File: src/hw/rtl/mlfd_pkg.sv
// ----------------------------------------------------------------------------
// Deframer package
// Types and constants shared by the deframer modules.
// ----------------------------------------------------------------------------
`default_nettype none

package mlfd_pkg;

	localparam int unsigned HDR_BYTES   = 12;
	localparam int unsigned CFG_IDX_W   = 1;
	localparam int unsigned CFG_DATA_W  = 32;
	localparam int unsigned MAXLEN_W    = 17;
	localparam int unsigned HCNT_W      = 4;

	localparam logic [31:0]         MAGIC_RESET  = 32'h3046_5349;
	localparam logic [MAXLEN_W-1:0] MAXLEN_RESET = 17'd1024;

	// header byte positions (magic counted in)
	localparam logic [HCNT_W-1:0] HPOS_LEN_LO  = 4'd4;
	localparam logic [HCNT_W-1:0] HPOS_LEN_HI  = 4'd5;
	localparam logic [HCNT_W-1:0] HPOS_FLAG_LO = 4'd6;
	localparam logic [HCNT_W-1:0] HPOS_FLAG_HI = 4'd7;
	localparam logic [HCNT_W-1:0] HPOS_LAST    = 4'd11;
	localparam logic [HCNT_W-1:0] HPOS_DONE    = 4'd12;

	typedef enum logic [CFG_IDX_W-1:0] {
		CFG_MAGIC  = 1'b0,
		CFG_MAXLEN = 1'b1
	} cfg_idx_t;

	typedef enum logic [2:0] {
		PH_HUNT0   = 3'd0,
		PH_HUNT1   = 3'd1,
		PH_HUNT2   = 3'd2,
		PH_HUNT3   = 3'd3,
		PH_HEADER  = 3'd4,
		PH_PAYLOAD = 3'd5
	} phase_t;

	typedef struct packed {
		logic [31:0]         magic_word;
		logic [MAXLEN_W-1:0] max_frame_bytes;
	} mlfd_cfg_t;

	typedef struct packed {
		logic [7:0]  payload_byte;
		logic        payload_valid;
		logic [15:0] payload_index;
		logic        frame_last;
		logic [15:0] frame_length;
		logic [15:0] flag_word;
	} mlfd_result_t;

endpackage

`default_nettype wire

File: src/hw/rtl/magic_length_frame_deframer_core.sv
// ----------------------------------------------------------------------------
// Magic / length-prefixed frame deframer
// Hunts a 4-byte start pattern, parses a 12-byte header and streams out the
// payload bytes tagged with length, flag, index and a last marker.
// ----------------------------------------------------------------------------
//
//   channel | signals                              | direction
//   --------+--------------------------------------+----------
//   in      | in_valid/in_ready, rx_byte           | sink
//   out     | out_valid/out_ready, payload fields  | source
//   cfg     | cfg_valid/cfg_ready, cfg_index/data  | sink
//
// One byte per cycle while the sink keeps up. A byte is registered on
// acceptance, decoded from there, and its result beat (if any) registered.
// The result register parts input from output: a byte is taken while a result
// waits, and a stalled sink backs up only once the input stage is also full.
// Reset: magic 0x30465349, size limit 1024, hunting for magic byte 0.
// cfg_ready is always high; a write applies from the next decoded byte.
//
`default_nettype none

module magic_length_frame_deframer_core (
	input  wire                               clk,
	input  wire                               arst_n,

	input  wire                               in_valid,
	output logic                              in_ready,
	input  wire  [7:0]                        rx_byte,

	output logic                              out_valid,
	input  wire                               out_ready,
	output logic [7:0]                        payload_byte,
	output logic                              payload_valid,
	output logic [15:0]                       payload_index,
	output logic                              frame_last,
	output logic [15:0]                       frame_length,
	output logic [15:0]                       flag_word,

	input  wire                               cfg_valid,
	output logic                              cfg_ready,
	input  wire  [mlfd_pkg::CFG_IDX_W-1:0]    cfg_index,
	input  wire  [mlfd_pkg::CFG_DATA_W-1:0]   cfg_data
);
	import mlfd_pkg::*;

	mlfd_cfg_t    cfg;
	mlfd_result_t res;
	mlfd_result_t out_res;
	logic         res_valid;
	logic         adv;

	mlfd_cfg_regs u_cfg (
		.clk       (clk),
		.arst_n    (arst_n),
		.cfg_valid (cfg_valid),
		.cfg_ready (cfg_ready),
		.cfg_index (cfg_index),
		.cfg_data  (cfg_data),
		.cfg       (cfg)
	);

	// byte register + frame FSM; advances whenever the result reg has room
	mlfd_parser u_parser (
		.clk       (clk),
		.arst_n    (arst_n),
		.in_valid  (in_valid),
		.in_ready  (in_ready),
		.rx_byte   (rx_byte),
		.cfg       (cfg),
		.adv       (adv),
		.res_valid (res_valid),
		.res       (res)
	);

	mlfd_out_reg u_out (
		.clk       (clk),
		.arst_n    (arst_n),
		.res_valid (res_valid),
		.res       (res),
		.adv       (adv),
		.out_valid (out_valid),
		.out_ready (out_ready),
		.out_res   (out_res)
	);

	assign payload_byte  = out_res.payload_byte;
	assign payload_valid = out_res.payload_valid;
	assign payload_index = out_res.payload_index;
	assign frame_last    = out_res.frame_last;
	assign frame_length  = out_res.frame_length;
	assign flag_word     = out_res.flag_word;

endmodule

`default_nettype wire

File: src/hw/rtl/mlfd_cfg_regs.sv
// ----------------------------------------------------------------------------
// Deframer configuration registers
// Holds the magic pattern and the frame size limit.
// ----------------------------------------------------------------------------
`default_nettype none

module mlfd_cfg_regs (
	input  wire                                   clk,
	input  wire                                   arst_n,
	input  wire                                   cfg_valid,
	output logic                                  cfg_ready,
	input  wire  [mlfd_pkg::CFG_IDX_W-1:0]        cfg_index,
	input  wire  [mlfd_pkg::CFG_DATA_W-1:0]       cfg_data,
	output mlfd_pkg::mlfd_cfg_t                   cfg
);
	import mlfd_pkg::*;

	mlfd_cfg_t cfg_q;

	assign cfg_ready = 1'b1;
	assign cfg       = cfg_q;

	always_ff @(posedge clk or negedge arst_n) begin
		if (!arst_n) begin
			cfg_q.magic_word      <= MAGIC_RESET;
			cfg_q.max_frame_bytes <= MAXLEN_RESET;
		end else if (cfg_valid && cfg_ready) begin
			unique case (cfg_idx_t'(cfg_index))
				CFG_MAGIC:  cfg_q.magic_word      <= cfg_data[31:0];
				CFG_MAXLEN: cfg_q.max_frame_bytes <= cfg_data[MAXLEN_W-1:0];
				default:    cfg_q                 <= cfg_q;
			endcase
		end
	end

endmodule

`default_nettype wire

File: src/hw/rtl/mlfd_parser.sv
// ----------------------------------------------------------------------------
// Deframer parser
// Input byte register, frame state machine and result decode.
// ----------------------------------------------------------------------------
`default_nettype none

module mlfd_parser (
	input  wire                    clk,
	input  wire                    arst_n,
	input  wire                    in_valid,
	output logic                   in_ready,
	input  wire  [7:0]             rx_byte,
	input  mlfd_pkg::mlfd_cfg_t    cfg,
	input  wire                    adv,
	output logic                   res_valid,
	output mlfd_pkg::mlfd_result_t res
);
	import mlfd_pkg::*;

	logic [7:0]        byte_s1;
	logic              vld_s1;
	logic              fire;

	phase_t            phase_q, phase_d;
	logic [HCNT_W-1:0] hcnt_q, hcnt_d;
	logic [15:0]       len_q, len_d;
	logic [15:0]       flag_q, flag_d;
	logic [15:0]       pcnt_q, pcnt_d;

	logic              oversize;
	logic              pay_last;

	// byte in stage 1 is consumed when the result register can take a beat
	assign fire     = vld_s1 && adv;
	assign in_ready = !vld_s1 || adv;

	assign oversize = ({1'b0, len_q} + MAXLEN_W'(HDR_BYTES)) > cfg.max_frame_bytes;
	assign pay_last = ({1'b0, pcnt_q} + 17'd1) >= {1'b0, len_q};

	always_ff @(posedge clk or negedge arst_n) begin
		if (!arst_n) begin
			vld_s1 <= 1'b0;
		end else if (in_ready) begin
			vld_s1 <= in_valid;
		end
	end

	always_ff @(posedge clk) begin
		if (in_ready && in_valid) begin
			byte_s1 <= rx_byte;
		end
	end

	always_ff @(posedge clk or negedge arst_n) begin
		if (!arst_n) begin
			phase_q <= PH_HUNT0;
			hcnt_q  <= '0;
			len_q   <= '0;
			flag_q  <= '0;
			pcnt_q  <= '0;
		end else begin
			phase_q <= phase_d;
			hcnt_q  <= hcnt_d;
			len_q   <= len_d;
			flag_q  <= flag_d;
			pcnt_q  <= pcnt_d;
		end
	end

	// next state
	always_comb begin
		phase_d = phase_q;
		hcnt_d  = hcnt_q;
		len_d   = len_q;
		flag_d  = flag_q;
		pcnt_d  = pcnt_q;
		if (fire) begin
			unique case (phase_q)
				PH_HUNT1: begin
					if (byte_s1 == cfg.magic_word[15:8]) begin
						phase_d = PH_HUNT2;
						hcnt_d  = 4'd2;
					end else begin
						phase_d = PH_HUNT0;
						hcnt_d  = '0;
					end
				end
				PH_HUNT2: begin
					if (byte_s1 == cfg.magic_word[23:16]) begin
						phase_d = PH_HUNT3;
						hcnt_d  = 4'd3;
					end else begin
						phase_d = PH_HUNT0;
						hcnt_d  = '0;
					end
				end
				PH_HUNT3: begin
					if (byte_s1 == cfg.magic_word[31:24]) begin
						phase_d = PH_HEADER;
						hcnt_d  = 4'd4;
					end else begin
						phase_d = PH_HUNT0;
						hcnt_d  = '0;
					end
				end
				PH_HEADER: begin
					priority if (hcnt_q == HPOS_LEN_LO) begin
						len_d[7:0] = byte_s1;
					end else if (hcnt_q == HPOS_LEN_HI) begin
						len_d[15:8] = byte_s1;
					end else if (hcnt_q == HPOS_FLAG_LO) begin
						flag_d[7:0] = byte_s1;
					end else if (hcnt_q == HPOS_FLAG_HI) begin
						flag_d[15:8] = byte_s1;
					end else begin
						len_d = len_q;
					end
					if (hcnt_q != HPOS_LAST) begin
						hcnt_d = hcnt_q + 4'd1;
					end else begin
						hcnt_d = HPOS_DONE;
						pcnt_d = '0;
						if (oversize || (len_q == '0)) begin
							phase_d = PH_HUNT0;
							hcnt_d  = '0;
						end else begin
							phase_d = PH_PAYLOAD;
						end
					end
				end
				PH_PAYLOAD: begin
					if (pay_last) begin
						pcnt_d  = '0;
						phase_d = PH_HUNT0;
						hcnt_d  = '0;
					end else begin
						pcnt_d = pcnt_q + 16'd1;
					end
				end
				default: begin
					// hunting for magic byte 0
					if (byte_s1 == cfg.magic_word[7:0]) begin
						phase_d = PH_HUNT1;
						hcnt_d  = 4'd1;
					end else begin
						phase_d = PH_HUNT0;
						hcnt_d  = '0;
					end
				end
			endcase
		end
	end

	// result decode
	always_comb begin
		res_valid         = 1'b0;
		res.payload_byte  = byte_s1;
		res.payload_valid = 1'b1;
		res.payload_index = pcnt_q;
		res.frame_last    = pay_last;
		res.frame_length  = len_q;
		res.flag_word     = flag_q;
		if (fire && (phase_q == PH_PAYLOAD)) begin
			res_valid = 1'b1;
		end else if (fire && (phase_q == PH_HEADER) && (hcnt_q == HPOS_LAST)
				&& !oversize && (len_q == '0)) begin
			// empty frame marker
			res_valid         = 1'b1;
			res.payload_byte  = '0;
			res.payload_valid = 1'b0;
			res.payload_index = '0;
			res.frame_last    = 1'b1;
		end
	end

endmodule

`default_nettype wire

File: src/hw/rtl/mlfd_out_reg.sv
// ----------------------------------------------------------------------------
// Deframer result register
// Holds one result beat until the sink takes it.
// ----------------------------------------------------------------------------
`default_nettype none

module mlfd_out_reg (
	input  wire                     clk,
	input  wire                     arst_n,
	input  wire                     res_valid,
	input  mlfd_pkg::mlfd_result_t  res,
	output logic                    adv,
	output logic                    out_valid,
	input  wire                     out_ready,
	output mlfd_pkg::mlfd_result_t  out_res
);
	import mlfd_pkg::*;

	logic         valid_q;
	mlfd_result_t res_q;

	assign adv       = !valid_q || out_ready;
	assign out_valid = valid_q;
	assign out_res   = res_q;

	always_ff @(posedge clk or negedge arst_n) begin
		if (!arst_n) begin
			valid_q <= 1'b0;
		end else if (adv) begin
			valid_q <= res_valid;
		end
	end

	always_ff @(posedge clk) begin
		if (adv && res_valid) begin
			res_q <= res;
		end
	end

endmodule

`default_nettype wire

File: config.mk
export PLATFORM = sky130hd
export DESIGN_NAME = magic_length_frame_deframer_core
export DESIGN_NICKNAME = d
export VERILOG_FILES = /design/src/hw/rtl/mlfd_pkg.sv /design/src/hw/rtl/magic_length_frame_deframer_core.sv /design/src/hw/rtl/mlfd_cfg_regs.sv /design/src/hw/rtl/mlfd_parser.sv /design/src/hw/rtl/mlfd_out_reg.sv
export SDC_FILE = /design/constraint.sdc
export NUM_CORES = 1
export LEC_CHECK = 0
export BUFFER_PORTS_ARGS = -buffer_cell sky130_fd_sc_hd__buf_2
export CAP_MARGIN = 20
export CORE_ASPECT_RATIO = 2
export CORE_MARGIN = 2
export CORE_UTILIZATION = 58
export DETAILED_ROUTE_END_ITERATION = 6
export PLACE_DENSITY_LB_ADDON = 0.2
export SYNTH_ARGS = -nofsm -noshare
export SYNTH_HDL_FRONTEND = slang
export SYNTH_SLANG_ARGS = --single-unit
File: constraint.sdc
create_clock -name clk -period 6.3 [get_ports clk]
set_input_delay 0.945 -clock clk [delete_from_list [all_inputs] [get_ports clk]]
set_output_delay 0.945 -clock clk [all_outputs]
set_load 0.1 [all_outputs]
==> results by group <==
Outcome
  • Status: finished clean

Logic synthesis
  • Post-synth top area cell: dfrtp_1
  • Synthesized area per cell: 12.6 sq um
  • Predominant post-synthesis flop cell: dfrtp_1
  • Synthesized Nets: 743
  • Post-synth top area share: 28.2%
  • Share of the yosys chip area belonging to registers: 56.3%
  • Most common cell in the netlist: dfrtp_1
  • Synth Register Bits: 172
  • Yosys cell types: 58
  • Top cells by instance count after synthesis: dfrtp_1, mux2_2, edfxtp_1
  • Mapped Area: just over 8000 sq um
  • Yosys Warn Count: 0
  • FFs w/ async S/R, synth: 61.6%
  • Synth Instances: 658
  • Largest cells by area after synthesis: dfrtp_1, edfxtp_1, mux2_2
  • Post-synth EDFFs: 66

CTS
  • CTS tree: yes
  • Clock Latency Late Sink: 430 ps
  • CTS H-tree lvls: 4
  • Clk sinks: around 170
  • Hold buffer count at CTS: 0
  • Clock Tree Buf Depth: 2
  • CTS clk-pin slew, worst paths: around 70 ps
  • Root buffer cell: clkbuf_16
  • Number of buffers created by CTS: 17
  • Post-CTS Setup Inserts: 0
  • Resized cells post-CTS: 0

Power and ir drop
  • Peak VDD IR: 245 uV
  • Switching Share: 38.0%
  • Net Sw Power: approximately 1500 uW
  • Gate power share: 31.5%
  • Internal power: between 2000 and 2500 uW
  • Cell Pwr Density: 412 nW/um^2
  • Clock power frac: between 20% and 30%
  • Static leakage: ~0.0042 uW
  • Seq pwr share: 42.0%

STA
  • Slew HR: 29.3%
  • Pins over their slew limit: 0
  • Worst Skew: about 14 ps
  • Tcrit/Tclk final: 80.2%
  • Unrepaired setup endpoints after global routing: false
  • Fmax: 0.198 GHz
  • Hold slack: 438 ps
  • Final Setup Violations: 0
  • Tmin final: 5050 ps
  • Hold Vio Cnt, Final: 0
  • Worst Tran Pin Value: 1060 ps
  • Final TNS setup: 0 ps

Global routing
  • Overflow after GRT: 0
  • Largest net degree at the start of global routing: 64
  • Antenna violations before repair: 0
  • GR Util All Layers: 24.9%
  • Global-route wire length before repair: 28700 um
  • Vias in the first global route: 5705

Cells and area
  • Antenna diodes: 0
  • Layout cells sized above 1: between 30 and 40%
  • Area of the multi-input gates: 3340 sq um
  • Area occupied by registers: 4650 sq um
  • Fill count: around 1100
  • Layout Nets: 844
  • Synth-to-layout area growth: 15.2%

Floorplanning
  • Initial core utilization: 59.5%
  • Die W: 88.4 um
  • Die Y: 173 um
  • IO Count: 107
  • FP Rows: slightly above 60
  • Core ar.: 13900 sq um
  • Die area: 15300 sq um

Routing
  • Final WL: 17700 um
  • WL/cell: ~18 um
  • Residual DRC: 0
  • Avg Vias per Cell: 5.63
  • Via count: 5413
  • Routed Antenna Nets: 0
  • DR pass1 iterations: 4
  • 1st-iter DRT viols: between 200 and 300

Min path
  • Hold WC Path Type: reg -> reg

Critical path
  • Crit end category: flop
  • Data arrival, critical path: 5370 ps
  • Crit-path max FO: 34
  • Startpoint types: flop
  • CP required: about 6600 ps
  • CP cell instances: inv_1 > ha_1 > nor3_1 > nand2_1 > nor2_1 > xnor2_1 > ha_1 > nand4_1 > nor3_1 > or3b_1 > a31oi_1 > or4_1 > o21ai_4 > buf_4 > nand2b_1
  • Max stage delay cell, worst path: or4_1
  • WS Path Type: reg -> reg
  • CP peak stage delay: approximately 770 ps

Run
  • Max-cap violations: 0

Place
  • Post-DP HPWL: 12900 um
  • Number of buffers added on ports: around 110
  • Gp weighted congestion: 0.927
[layer usage]
layer	vias up	wire length, um	global-route usage (%)
met5	-	0	0
met4	0	554	11.2
met3	35	661	5.16
met2	168	9810	44.0
met1	2675	6630	27.9
li1	2535	-	-
[final cells by class]
cell class | instances | share of cell area [%]
clock buffers | 18 | 4.51
clock inverters | 14 | 1.63
inverters | 36 | 1.42
multi-input cells | 421 | 35.1
flip-flops and latches | 172 | 48.9
well taps | 189 | 2.48
repair buffers | 111 | 6.02
[registers in the layout, summed over array words and instances, names as in the netlist]
signal	flops
u_cfg.cfg	49
u_out.out_res	58
u_out.out_valid	1
u_parser.byte_s1	8
u_parser.flag_q	16
u_parser.hcnt_q	4
u_parser.len_q	16
u_parser.pcnt_q	16
u_parser.phase_q	3
u_parser.vld_s1	1
[cells by family (layout without fill, tap and decap cells)]
group                    after synthesis  count (layout)  share of synthesized area [%]
AO/OA/AOI/OAI                         79              79                           6.33
XOR/XNOR                              58              58                           6.15
adder cells (fa/ha/maj)               39              39                           5.90
buffers and inverters                 65             179                           3.51
flip-flops                           172             172                           56.3
multiplexers                          74              74                           10.1
other                                  1               1                         0.0454
AND/OR/NAND/NOR                      170             170                           11.7
[metrics by stage]
stage / setup WS, ps / instance area (sq um) / util (%) / std cells / total power [uW]
2_1_floorplan: 432 / 8260 / - / 658 / 2600
3_3_place_gp: 1410 / 8930 / 64.3 / 929 / 2850
3_5_place_dp: 1250 / 8930 / 64.3 / 929 / 2900
4_1_cts: 1220 / 9520 / 68.5 / 961 / 3940
5_1_grt: 638 / 9520 / 68.5 / 961 / 4130
6_report: 1250 / 9520 / 68.5 / 961 / 3920
[layout by cell type (no fill, tap or decap), types with 2 or more instances in the layout]
cell       count
a211oi_1       3
a21o_1         9
a21oi_1       14
a22o_1         8
a31o_2         3
and2_1         7
and2_2         5
and2_4        17
and3_1         7
buf_2        104
buf_4          7
bufinv_16      2
clkbuf_16     17
clkinv_2       3
dfrtp_1       93
dfstp_2       13
edfxtp_1      66
ha_1          39
inv_1         36
inv_6          6
mux2_2        74
nand2_1       41
nand2b_1       5
nand3_1       10
nand3b_1       2
nand4_1       16
nor2_1        18
nor2b_1        7
nor3_1         9
nor4_1        11
nor4b_1        2
o21ai_0       26
o21bai_1       2
o2bb2ai_1      2
o31ai_1        3
xnor2_1       32
xor2_1        26
[worst paths after layout]
path	start	end	depth (start not counted)	slack (ps)
min in group asynchronous	arst_n	u_parser.phase_q[1]	1	520
hold / removal	u_parser.flag_q[7]	u_out.out_res[7]	0	440
max in group asynchronous	arst_n	u_parser.pcnt_q[10]	2	4550
hold reg to reg	u_parser.flag_q[7]	u_out.out_res[7]	0	440
setup reg to reg	u_parser.len_q[2]	u_out.out_valid	15	1250
setup / recovery	u_parser.len_q[2]	u_out.out_valid	15	1250
[power groups by stage]
stage	clock network (uW)	logic (uW)	registers (uW)
2_1_floorplan	0	626	1970
3_3_place_gp	0	1200	1650
3_5_place_dp	0	1230	1660
4_1_cts	1050	1240	1640
5_1_grt	1100	1350	1670
6_report	1040	1240	1650
[critical path, delay by kind of cell (launching register included)]
kind	cells	cell delay [ps]
AO/OA/AOI/OAI	2	870
XOR/XNOR	1	90
adder cells (fa/ha/maj)	2	570
buffers and inverters	2	500
flip-flops	1	400
AND/OR/NAND/NOR	8	2470
Note: power is estimated with default switching activity, not from simulation.
